### src/rtl/alts_pkg.sv
// Shared constants and character-class helpers for the assembly line token scanner.
package alts_pkg;

    localparam int unsigned CHAR_BITS    = 8;
    localparam int unsigned OUT_LEN_BITS = 16;
    localparam int unsigned BAD_LEN      = 5;
    localparam int unsigned BAD_POS_BITS = 3;
    localparam int unsigned HEX_RUN_BITS = 2;

    localparam logic [CHAR_BITS-1:0] CH_COLON   = 8'h3A;  // ':'
    localparam logic [CHAR_BITS-1:0] CH_DOT     = 8'h2E;  // '.'
    localparam logic [CHAR_BITS-1:0] CH_LT      = 8'h3C;  // '<'
    localparam logic [CHAR_BITS-1:0] CH_HASH    = 8'h23;  // '#'
    localparam logic [CHAR_BITS-1:0] CH_SEMI    = 8'h3B;  // ';'
    localparam logic [CHAR_BITS-1:0] CH_NEWLINE = 8'h0A;

    localparam logic [BAD_POS_BITS-1:0] BAD_LAST = 3'd4;
    localparam logic [HEX_RUN_BITS-1:0] HEX_FULL = 2'd2;

    // Characters of the "(bad)" marker by match position.
    function automatic logic [CHAR_BITS-1:0] bad_char(input logic [BAD_POS_BITS-1:0] pos);
        logic [CHAR_BITS-1:0] ch;
        unique case (pos)
            3'd0:    ch = 8'h28;  // '('
            3'd1:    ch = 8'h62;  // 'b'
            3'd2:    ch = 8'h61;  // 'a'
            3'd3:    ch = 8'h64;  // 'd'
            3'd4:    ch = 8'h29;  // ')'
            default: ch = 8'h00;
        endcase
        return ch;
    endfunction

    function automatic logic is_space(input logic [CHAR_BITS-1:0] c);
        return (c == 8'h20) || ((c >= 8'h09) && (c <= 8'h0D));
    endfunction

    function automatic logic is_hex(input logic [CHAR_BITS-1:0] c);
        return ((c >= 8'h30) && (c <= 8'h39)) ||
               ((c >= 8'h61) && (c <= 8'h66)) ||
               ((c >= 8'h41) && (c <= 8'h46));
    endfunction

endpackage

### src/rtl/assembly_line_token_scanner.sv
// Top level of the assembly line token scanner: one character per request in, verdicts out.
//
//  channel | dir | tdata                                   | tuser
//  --------+-----+-----------------------------------------+------------------------------
//  s_axis  | in  | [7:0] char_code                         | [0] at_eof, [1] scan_start
//  m_axis  | out | [0] found, [16:1] token_length, pad 0s  | [0] token_kind
//
//  Throughput: one character per cycle while m_axis is not stalled. A verdict passes from
//  its request through the input register, then scan logic into the output register.
//  The scan state updates when the input register hands its character on; that needs
//  the output register empty or being drained in the same cycle.
//  Reset (i_rst_n low, synchronous) empties both registers and returns to idle.
//  A stall on m_axis backs up into s_axis_tready after at most one more request.
module assembly_line_token_scanner #(
    parameter int unsigned LENGTH_BITS = 16
) (
    input  logic        i_clk,
    input  logic        i_rst_n,
    input  logic        s_axis_tvalid,
    output logic        s_axis_tready,
    input  logic [7:0]  s_axis_tdata,   // [7:0] char_code
    input  logic [1:0]  s_axis_tuser,   // [0] at_eof, [1] scan_start
    output logic        m_axis_tvalid,
    input  logic        m_axis_tready,
    output logic [23:0] m_axis_tdata,   // [0] found, [16:1] token_length, [23:17] zero
    output logic [0:0]  m_axis_tuser    // [0] token_kind
);

    localparam int unsigned CB = alts_pkg::CHAR_BITS;
    localparam int unsigned OB = alts_pkg::OUT_LEN_BITS;
    localparam int unsigned PB = alts_pkg::BAD_POS_BITS;
    localparam int unsigned HB = alts_pkg::HEX_RUN_BITS;

    // ---- input register ----
    logic          r_in_valid;
    logic [CB-1:0] r_char;
    logic          r_eof;
    logic          r_start;

    // ---- scan state ----
    logic                   r_scanning,  n_scanning;
    logic                   r_dump,      n_dump;
    logic                   r_seen,      n_seen;
    logic                   r_bad_live,  n_bad_live;
    logic [PB-1:0]          r_bad_pos,   n_bad_pos;
    logic                   r_byte_poss, n_byte_poss;
    logic [HB-1:0]          r_hex_run,   n_hex_run;
    logic [LENGTH_BITS-1:0] r_count,     n_count;

    // ---- output register ----
    logic          r_out_valid;
    logic          r_found,  n_found;
    logic          r_kind,   n_kind;
    logic [OB-1:0] r_len;
    logic          n_emit;

    logic          advance;
    logic [OB-1:0] count_sat;

    // The scan step runs when the output slot can take a possible verdict.
    assign advance       = r_in_valid && (!r_out_valid || m_axis_tready);
    assign s_axis_tready = !r_in_valid || advance;

    assign m_axis_tvalid = r_out_valid;
    assign m_axis_tdata  = {7'd0, r_len, r_found};
    assign m_axis_tuser  = r_kind;

    // Clamp the running count to the 16-bit result field.
    generate
        if (LENGTH_BITS > OB) begin : g_clamp
            assign count_sat = (|r_count[LENGTH_BITS-1:OB]) ? {OB{1'b1}} : r_count[OB-1:0];
        end else if (LENGTH_BITS == OB) begin : g_same
            assign count_sat = r_count;
        end else begin : g_widen
            assign count_sat = {{(OB-LENGTH_BITS){1'b0}}, r_count};
        end
    endgenerate

    // Scan step for the character held in the input register.
    always_comb begin
        logic go;
        logic fin;
        logic ok;
        logic kind;
        logic cons;
        logic bad_done;

        n_scanning  = r_scanning;
        n_dump      = r_dump;
        n_seen      = r_seen;
        n_bad_live  = r_bad_live;
        n_bad_pos   = r_bad_pos;
        n_byte_poss = r_byte_poss;
        n_hex_run   = r_hex_run;
        n_count     = r_count;
        go          = 1'b1;
        fin         = 1'b0;
        ok          = 1'b0;
        kind        = 1'b0;
        cons        = 1'b0;
        bad_done    = 1'b0;

        // A start marker aborts any open scan and opens a fresh one.
        if (r_start) begin
            n_scanning  = 1'b1;
            n_dump      = 1'b0;
            n_seen      = 1'b0;
            n_bad_live  = 1'b1;
            n_bad_pos   = '0;
            n_byte_poss = 1'b1;
            n_hex_run   = '0;
            n_count     = '0;
            if (!r_eof && r_char == alts_pkg::CH_COLON) begin
                fin = 1'b1;
                go  = 1'b0;
            end
        end else if (!r_scanning) begin
            go = 1'b0;
        end

        if (go) begin
            if (n_dump) begin
                // Memory dump runs to newline or end of input.
                if (r_eof || r_char == alts_pkg::CH_NEWLINE) begin
                    fin  = 1'b1;
                    ok   = 1'b1;
                    kind = 1'b1;
                end else begin
                    cons = 1'b1;
                end
            end else if (!r_eof && r_char == alts_pkg::CH_DOT) begin
                n_dump = 1'b1;
                cons   = 1'b1;
            end else if (!r_eof && !n_seen && r_char == alts_pkg::CH_LT) begin
                fin = 1'b1;
            end else if (r_eof || r_char == alts_pkg::CH_NEWLINE ||
                         r_char == alts_pkg::CH_HASH || r_char == alts_pkg::CH_SEMI) begin
                fin = 1'b1;
                ok  = n_seen;
            end else if (!alts_pkg::is_space(r_char)) begin
                // "(bad)" matcher, whitespace skipped
                if (n_bad_live && r_char == alts_pkg::bad_char(n_bad_pos)) begin
                    if (n_bad_pos == alts_pkg::BAD_LAST) begin
                        bad_done = 1'b1;
                        fin      = 1'b1;
                    end else begin
                        n_bad_pos = n_bad_pos + 1'b1;
                    end
                end else begin
                    n_bad_live = 1'b0;
                end
                if (!bad_done) begin
                    // First word as a hex byte: two hex digits then whitespace.
                    if (n_hex_run >= alts_pkg::HEX_FULL) begin
                        n_byte_poss = 1'b0;
                    end else if (n_byte_poss) begin
                        if (alts_pkg::is_hex(r_char)) begin
                            n_hex_run = n_hex_run + 1'b1;
                        end else begin
                            n_hex_run   = '0;
                            n_byte_poss = 1'b0;
                        end
                    end
                    n_seen = 1'b1;
                    cons   = 1'b1;
                end
            end else if (n_byte_poss && n_hex_run >= alts_pkg::HEX_FULL) begin
                fin = 1'b1;
            end else begin
                cons = 1'b1;
            end
        end

        if (cons && !(&n_count)) begin
            n_count = n_count + 1'b1;
        end

        n_emit  = fin;
        n_found = ok;
        n_kind  = ok & kind;

        if (fin) begin
            n_scanning  = 1'b0;
            n_dump      = 1'b0;
            n_seen      = 1'b0;
            n_bad_live  = 1'b1;
            n_bad_pos   = '0;
            n_byte_poss = 1'b1;
            n_hex_run   = '0;
            n_count     = '0;
        end
    end

    // Input register.
    always_ff @(posedge i_clk) begin
        if (!i_rst_n) begin
            r_in_valid <= 1'b0;
        end else if (s_axis_tready) begin
            r_in_valid <= s_axis_tvalid;
        end
        if (s_axis_tready && s_axis_tvalid) begin
            r_char  <= s_axis_tdata;
            r_eof   <= s_axis_tuser[0];
            r_start <= s_axis_tuser[1];
        end
    end

    // Scan state.
    always_ff @(posedge i_clk) begin
        if (!i_rst_n) begin
            r_scanning  <= 1'b0;
            r_dump      <= 1'b0;
            r_seen      <= 1'b0;
            r_bad_live  <= 1'b1;
            r_bad_pos   <= '0;
            r_byte_poss <= 1'b1;
            r_hex_run   <= '0;
            r_count     <= '0;
        end else if (advance) begin
            r_scanning  <= n_scanning;
            r_dump      <= n_dump;
            r_seen      <= n_seen;
            r_bad_live  <= n_bad_live;
            r_bad_pos   <= n_bad_pos;
            r_byte_poss <= n_byte_poss;
            r_hex_run   <= n_hex_run;
            r_count     <= n_count;
        end
    end

    // Output register; the length is taken before the state clears.
    always_ff @(posedge i_clk) begin
        if (!i_rst_n) begin
            r_out_valid <= 1'b0;
        end else if (advance && n_emit) begin
            r_out_valid <= 1'b1;
        end else if (m_axis_tready) begin
            r_out_valid <= 1'b0;
        end
        if (advance && n_emit) begin
            r_found <= n_found;
            r_kind  <= n_kind;
            r_len   <= n_found ? count_sat : '0;
        end
    end

endmodule
### config.mk
export PLATFORM = sky130hd
export DESIGN_NAME = assembly_line_token_scanner
export DESIGN_NICKNAME = d
export VERILOG_FILES = /design/src/rtl/alts_pkg.sv /design/src/rtl/assembly_line_token_scanner.sv
export SDC_FILE = /design/constraint.sdc
export NUM_CORES = 1
export LEC_CHECK = 0
export ABC_CLOCK_PERIOD_IN_PS = 4250
export BUFFER_PORTS_ARGS = -buffer_cell sky130_fd_sc_hd__buf_2
export CORE_MARGIN = 4
export CORE_UTILIZATION = 41
export CTS_BUF_LIST = sky130_fd_sc_hd__clkbuf_8 sky130_fd_sc_hd__clkbuf_16
export DETAILED_ROUTE_END_ITERATION = 12
export SKIP_CTS_REPAIR_TIMING = 1
export SLEW_MARGIN = 40
export SYNTH_ARGS = -nofsm -noshare
export SYNTH_HDL_FRONTEND = slang
export SYNTH_SLANG_ARGS = --single-unit
### constraint.sdc
create_clock -name i_clk -period 4.25 [get_ports i_clk]
set_input_delay 0.6375 -clock i_clk [delete_from_list [all_inputs] [get_ports i_clk]]
set_output_delay 0.6375 -clock i_clk [all_outputs]
set_load 0.01 [all_outputs]
# == Word level (Yosys, flattened, before mapping) ==
# Cells that the tools add are included.
# totals
out_inout_bits,27
reg_bits,56
wordCells,184
# classes
n_mux,111
order_cmp,9
add_sub_neg,3
n_reduce_logical,32
bitwise_logic,1
eq_ne,12
# op_table
op,n
$mux 1,79
$eq 8x6->1 const B,6
$mux 16,3
$mux 8,6
$pmux 7 s5,1
$mux 3,10
$mux 2,12
$add 16x1->16 const B,1
$ge 8x7->1 const B,2
$le 8x7->1 const B,2
$reduce_and 16->1,1
$logic_and 1x1->1,14
$eq 8x4->1 const B,1
$eq 8x8->1,1
$ge 8x4->1 const B,1
$ge 8x6->1 const B,1
$le 8x4->1 const B,1
$le 8x6->1 const B,1
$logic_or 1x1->1,8
$eq 3x2->1 const B,2
$logic_not 1->1,5
$reduce_bool 2->1,2
$add 3x1->3 const B,1
$eq 3x1->1 const B,1
other kinds (6),6

# == Logic depth before layout (Yosys ltp) ==
# logic_depth
ltp_word,28
depth_mapped,15

# == Worst setup path before layout ==
# OpenSTA, ideal clock, no wires.
# synth_path
path_kind,flip-flop to flip-flop
start,reg r_start
end,"reg r_kind, in the netlist m_axis_tuser (enable)"
stages_incl_launch_ff,13
setup_time_ns,0.373
setup_slack_ns,0.935
t_arrival_ns,2.942
required_time_ns,3.877
path_cell_list,edfxtp_1 -> buf_4 -> clkbuf_1 -> nor2b_1 -> inv_1 -> ha_1 -> buf_2 -> or4_1 -> nor3_1 -> o211a_1 -> and3b_1 -> nand2b_1 -> inv_1
# synth_between
elab_chain_len,19
word_cells_on_any_way,38
classes_between,1 x order compare; 5 x eq/ne; 25 x mux; 7 x reduce/logical
# synth_lines
element,line,rtl
"start, declared",assembly_line_token_scanner.sv:38,logic r_start;
"start signal, assigned",assembly_line_token_scanner.sv:204,r_start <= s_axis_tuser[1];
$mux 3,assembly_line_token_scanner.sv:104,if (r_start) begin
$eq 3x3->1 (tied with other cells),"alts_pkg.sv:23, assembly_line_token_scanner.sv:143",
$pmux 7 s5,alts_pkg.sv:23,unique case (pos)
$mux 8,assembly_line_token_scanner.sv:140,end else if (!alts_pkg::is_space(r_char)) begin
$mux 8,assembly_line_token_scanner.sv:136,end else if (r_eof || r_char == alts_pkg::CH_NEWLINE ||
$mux 8,assembly_line_token_scanner.sv:134,end else if (!r_eof && !n_seen && r_char == alts_pkg::CH_LT) begin
$mux 8,assembly_line_token_scanner.sv:131,end else if (!r_eof && r_char == alts_pkg::CH_DOT) begin
$mux 8,assembly_line_token_scanner.sv:122,if (n_dump) begin
(+3 left out),-,
$mux 1,assembly_line_token_scanner.sv:142,if (n_bad_live && r_char == alts_pkg::bad_char(n_bad_pos)) begin
$mux 1,assembly_line_token_scanner.sv:140,
$mux 1,assembly_line_token_scanner.sv:136,
$mux 1,assembly_line_token_scanner.sv:134,
$mux 1,assembly_line_token_scanner.sv:131,
$mux 1,assembly_line_token_scanner.sv:122,
$mux 1 *,assembly_line_token_scanner.sv:121,if (go) begin
$logic_and 1x1->1 *,assembly_line_token_scanner.sv:240,if (advance && n_emit) begin
"end signal, assigned",assembly_line_token_scanner.sv:242,r_kind <= n_kind;
"end, declared",assembly_line_token_scanner.sv:53,"logic r_kind, n_kind;"
# Every way passes the cells marked *; elsewhere a longest branch is shown, timed or not. The select of a mux whose other input is x is not followed.
# A chain may end at the register's enable or synchronous reset.

# == Worst setup path after layout ==
# layout_path
start,reg r_start
end,"reg r_count[14], in the netlist count_sat[14]"
# layout_between
elab_chain_len,28
word_cells_on_any_way,60
classes_between,1 x add/sub; 1 x order compare; 5 x eq/ne; 44 x mux; 9 x reduce/logical
# layout_lines
element,line,rtl
$mux 3,assembly_line_token_scanner.sv:104,
$eq 3x3->1 (tied with other cells),"alts_pkg.sv:23, assembly_line_token_scanner.sv:143",
$pmux 7 s5,alts_pkg.sv:23,
$mux 8,assembly_line_token_scanner.sv:140,
$mux 8,assembly_line_token_scanner.sv:136,
$mux 8,assembly_line_token_scanner.sv:134,
$mux 8,assembly_line_token_scanner.sv:131,
$mux 8,assembly_line_token_scanner.sv:122,
(+12 left out),-,
$mux 1,assembly_line_token_scanner.sv:136,
$mux 1,assembly_line_token_scanner.sv:134,
$mux 1,assembly_line_token_scanner.sv:131,
$mux 1,assembly_line_token_scanner.sv:122,
$mux 1,assembly_line_token_scanner.sv:121,
$logic_and 1x1->1,assembly_line_token_scanner.sv:174,if (cons && !(&n_count)) begin
$mux 16,assembly_line_token_scanner.sv:174,
$mux 16 *,assembly_line_token_scanner.sv:182,if (fin) begin
"end signal, assigned",assembly_line_token_scanner.sv:227,r_count <= n_count;
"end, declared",assembly_line_token_scanner.sv:48,"logic [LENGTH_BITS-1:0] r_count, n_count;"
# Marked as above.

==> flow_results.org <==
** Run status
- Run status :: complete, no violations

** Min path
- Start point of the worst min-delay path :: count_sat[0]
- End point of the most critical hold path :: count_sat[0]
- Type of the tightest min-delay check :: register to register
- Counting instances, the worst hold path has a depth of 2.

** Run
- The tool flagged a number of max-cap violations equal to 0.

** Route
- Violation count after the first detailed-route iteration :: 139
- For this run, the detailed router's first-pass iteration total came to 4.
- Overall via count from detail_route :: 2,628
- After detailed routing, the total wire length is 7020 um.
- Number of vias per cell after detailed routing :: 5.63
- Once detail routing completed, the nets flagged for antenna violations numbered 0.
- After detailed routing, the average wire length per cell comes to 15.0 um.
- In the routed design, unresolved DRC markers number 0.

** Floorplan
- Rows :: 31
- For this configuration, the core starts out at a cell density of 42.4%.
- The core region is 7330 sq um.
- DIE HEIGHT :: 95.1 um
- In this run the horizontal extent of the chip is 95.1 um.
- Die Footprint :: 9050 sq um
- Number of placed I/O pins :: 41

** Clock network
- The cell sitting at the root of the clock tree is a sky130_fd_sc_hd__clkbuf_8.
- CTS tree :: built
- CTS Buf Count :: 5
- Clock-pin slew was measured on the worst setup and hold paths at 0.11 ns.
- Maximum count of clock buffers along a single path :: 2
- Skew-Pair Late Insertion Delay :: 0.32 ns
- CTS sink count :: 56
- The clock tree synthesis step divided the H-tree into 2 levels.

** Placed design
- Detailed placement finished with a half-perimeter wire length of 5060 um.
- Routability congestion estimate :: 0.879
- During placement, the flow inserted port buffers numbering 33.
- After detailed placement, the design holds a cell count of 459.

** Power
- The analysis attributes to cell leakage a power of 1.21 nW.
- Worst IR drop on VDD :: 122 uV
- PwrDens :: 302 nW/um^2
- After layout, the design draws a total of 1.04 mW.

** Worst setup path
- Worst EP arrival :: 3.77 ns
- Endpoint of the most critical register-to-register path :: count_sat[14]
- STA classifies the critical path endpoint as a register.
- Logic depth of the worst register-to-register path :: 11
- Of all nets on the critical path, the largest fanout is 13.
- Reg-to-reg setup timing slack :: 0.76 ns
- CP Launch Point :: r_start
- The worst setup path is of the register to register kind.
- The startpoint identified for the worst register-to-register timing path is r_start.
- STA classifies the critical path startpoint as a register.
- Data required, critical path :: 4.52 ns

** Logic synthesis
- Most used flip-flop cell after synthesis :: sky130_fd_sc_hd__edfxtp_1
- The synthesized design contains 56 register bits.
- Cells taking the most area after synthesis :: sky130_fd_sc_hd__edfxtp_1, sky130_fd_sc_hd__dfxtp_1, sky130_fd_sc_hd__nand2_1
- The synthesized netlist occupies a cell area of 3110 sq um.
- sky130_fd_sc_hd__nand2_1 is the most common cell in the netlist.
- Most instantiated cells after synthesis :: sky130_fd_sc_hd__nand2_1, sky130_fd_sc_hd__dfxtp_1, sky130_fd_sc_hd__edfxtp_1, sky130_fd_sc_hd__nor2_1, sky130_fd_sc_hd__and2_1
- The Yosys step of the flow raised 0 warnings.
- Number of cells produced by synthesis :: 341
- A synthesized cell averages 9.13 sq um.
- For this run, asynchronously set or reset flops after synthesis account for 0%.
- Proportion of netlist area held by the largest area contributor :: 27.0%
- For this run, the register share of the synthesized area comes to 45.0%.
- Number of enable flip-flop cells after synthesis :: 28
- Dominant cell type by area after synthesis :: sky130_fd_sc_hd__edfxtp_1
- Unique cell type count in the Yosys netlist :: 62

** Timing
- Setup repair after global routing left no endpoint under its margin.
- Worst-case clock skew :: 0.0128 ns
- The final-report hold violation count is 0.
- Final Slew Violations :: 0
- Total of endpoints with negative setup slack in the final report :: 0
- Setup TNS after final layout :: 0 ns
- Period utilization :: 82.2%
- Static timing analysis puts the maximum clock frequency at 286 MHz.
- Min Tclk post-route :: 3.49 ns
- At the pin with the least slew margin, the transition time is 0.789 ns.
- Headroom to the max-slew limit came out at 47.4%.

** Global routing
- Overall Global Routing Usage :: 16.2%
- Global routing finished with a remaining overflow of 0.
- The first global-routing pass estimated 11,600 um of wire.
- The initial antenna violation count was 0.
- The number of global-route vias before repair is 2,370.
- Entering global routing, the biggest net connects 22 pins.

** Layout
- Final standard cell count with taps included and fillers excluded :: 467
- The repair_antennas step left the layout with diodes totalling 0.
- Final cell utilization of the core :: 46.8%
- Area added between synthesis and finish :: 10.3%
- In the final layout, the share of cells above drive strength 1 is 13.6%.
- The final layout contains 385 nets.
-- per-stage QoR --
| step | hold slack (ns) | cell area [sq um] | setup WS (ns) |
|---|---|---|---|
| 2_1_floorplan | 0.431 | 3130 | 0.935 |
| 3_3_place_gp | 0.449 | 3320 | 0.896 |
| 3_5_place_dp | 0.461 | 3320 | 0.807 |
| 4_1_cts | 0.482 | 3430 | 0.779 |
| 5_1_grt | 0.484 | 3430 | 0.604 |
| 6_report | 0.477 | 3430 | 0.755 |
-- power by group --
part | leakage (nW) | internal (mW) | total, mW | switching [mW]
logic | 0.694 | 0.0286 | 0.0842 | 0.0556
clock network | 0.0548 | 0.178 | 0.360 | 0.182
registers | 0.464 | 0.578 | 0.593 | 0.0141
total | 1.21 | 0.785 | 1.04 | 0.252
-- flip-flops by register name, summed over array words and instances (netlist names), 2 cells and up --
name and flops:
count_sat 16, r_len 16, r_char 8, r_bad_pos 3, r_hex_run 2
-- cell families (layout without fill, tap and decap cells) --
| logic type | after synthesis | in the layout | share of synthesized area, % |
|---|---|---|---|
| other | 1 | 7 | 0.121 |
| AOI/OAI and AO/OA | 82 | 82 | 17.9 |
| adders and majority gates | 4 | 4 | 1.61 |
| and+or+nand+nor | 154 | 154 | 26.8 |
| buffers and inverters | 34 | 55 | 5.59 |
| muxes | 3 | 3 | 1.05 |
| xor gates and xnor gates | 7 | 7 | 1.97 |
| DFF | 56 | 56 | 45.0 |
-- worst max path at each step --
| stage | endpoint | slack, ns | cells after the start |
|---|---|---|---|
| 2_1_floorplan | m_axis_tuser | 0.94 | 12 |
| 3_3_place_gp | count_sat[14] | 0.90 | 11 |
| 4_1_cts | count_sat[14] | 0.78 | 11 |
| 3_5_place_dp | count_sat[14] | 0.81 | 11 |
| 5_1_grt | count_sat[14] | 0.60 | 11 |
| 6_report | count_sat[14] | 0.76 | 11 |
-- critical path: stages, from the launching register on --
cell	delay (ns)
sky130_fd_sc_hd__edfxtp_1	0.50
sky130_fd_sc_hd__inv_1	0.23
sky130_fd_sc_hd__nand2_1	0.13
sky130_fd_sc_hd__ha_1	0.28
sky130_fd_sc_hd__xnor2_1	0.15
sky130_fd_sc_hd__and3_1	0.18
sky130_fd_sc_hd__mux2_1	0.34
sky130_fd_sc_hd__o211a_1	0.25
sky130_fd_sc_hd__a311o_1	0.52
sky130_fd_sc_hd__or3_1	0.42
sky130_fd_sc_hd__nor4_1	0.29
sky130_fd_sc_hd__o211a_1	0.16
-- cells in the final DEF, fill, tap and decap left out, drive strengths merged, types with 2 or more instances in the layout --
| cell | netlist | layout |
|---|---|---|
| a21o | 2 | 2 |
| a21oi | 19 | 19 |
| a31oi | 6 | 6 |
| and2 | 22 | 22 |
| and3 | 3 | 3 |
| and3b | 2 | 2 |
| buf | 14 | 37 |
| clkbuf | 10 | 5 |
| conb | 1 | 7 |
| dfxtp | 28 | 28 |
| edfxtp | 28 | 28 |
| ha | 4 | 4 |
| inv | 10 | 11 |
| mux2 | 2 | 2 |
| nand2 | 37 | 37 |
| nand2b | 5 | 5 |
| nand3 | 6 | 6 |
| nand3b | 3 | 3 |
| nand4 | 6 | 6 |
| nand4b | 2 | 2 |
| nor2 | 23 | 23 |
| nor2b | 8 | 8 |
| nor3 | 16 | 16 |
| nor3b | 7 | 7 |
| nor4 | 4 | 4 |
| nor4b | 2 | 2 |
| o2111ai | 2 | 2 |
| o211a | 6 | 6 |
| o211ai | 8 | 8 |
| o21ai | 18 | 18 |
| o221ai | 2 | 2 |
| o31ai | 3 | 3 |
| o41ai | 2 | 2 |
| or4 | 3 | 3 |
| xnor2 | 5 | 5 |
| xor2 | 2 | 2 |
-- metal layers --
metal  up-vias  part of all wire (%)  track usage, %  routed length (um)
li1       1292                     -               -                   -
met1      1236                    45            22.0                3170
met2        96                    48            26.9                3390
met3         4                   6.2            3.16                 437
met4         0                  0.37            3.13                  26
met5         -                     0               0                   0
-- final cells by class --
type                       instances  area, sq um
clock inverter                     3         46.3
clock buffer                       5         68.8
timing repair buffer              37          195
inverter                          10         37.5
fill                             718         3900
multi-input combinational        257         1560
tap                               99          124
sequential                        56         1400
Note: power is estimated with default switching activity, not from simulation.
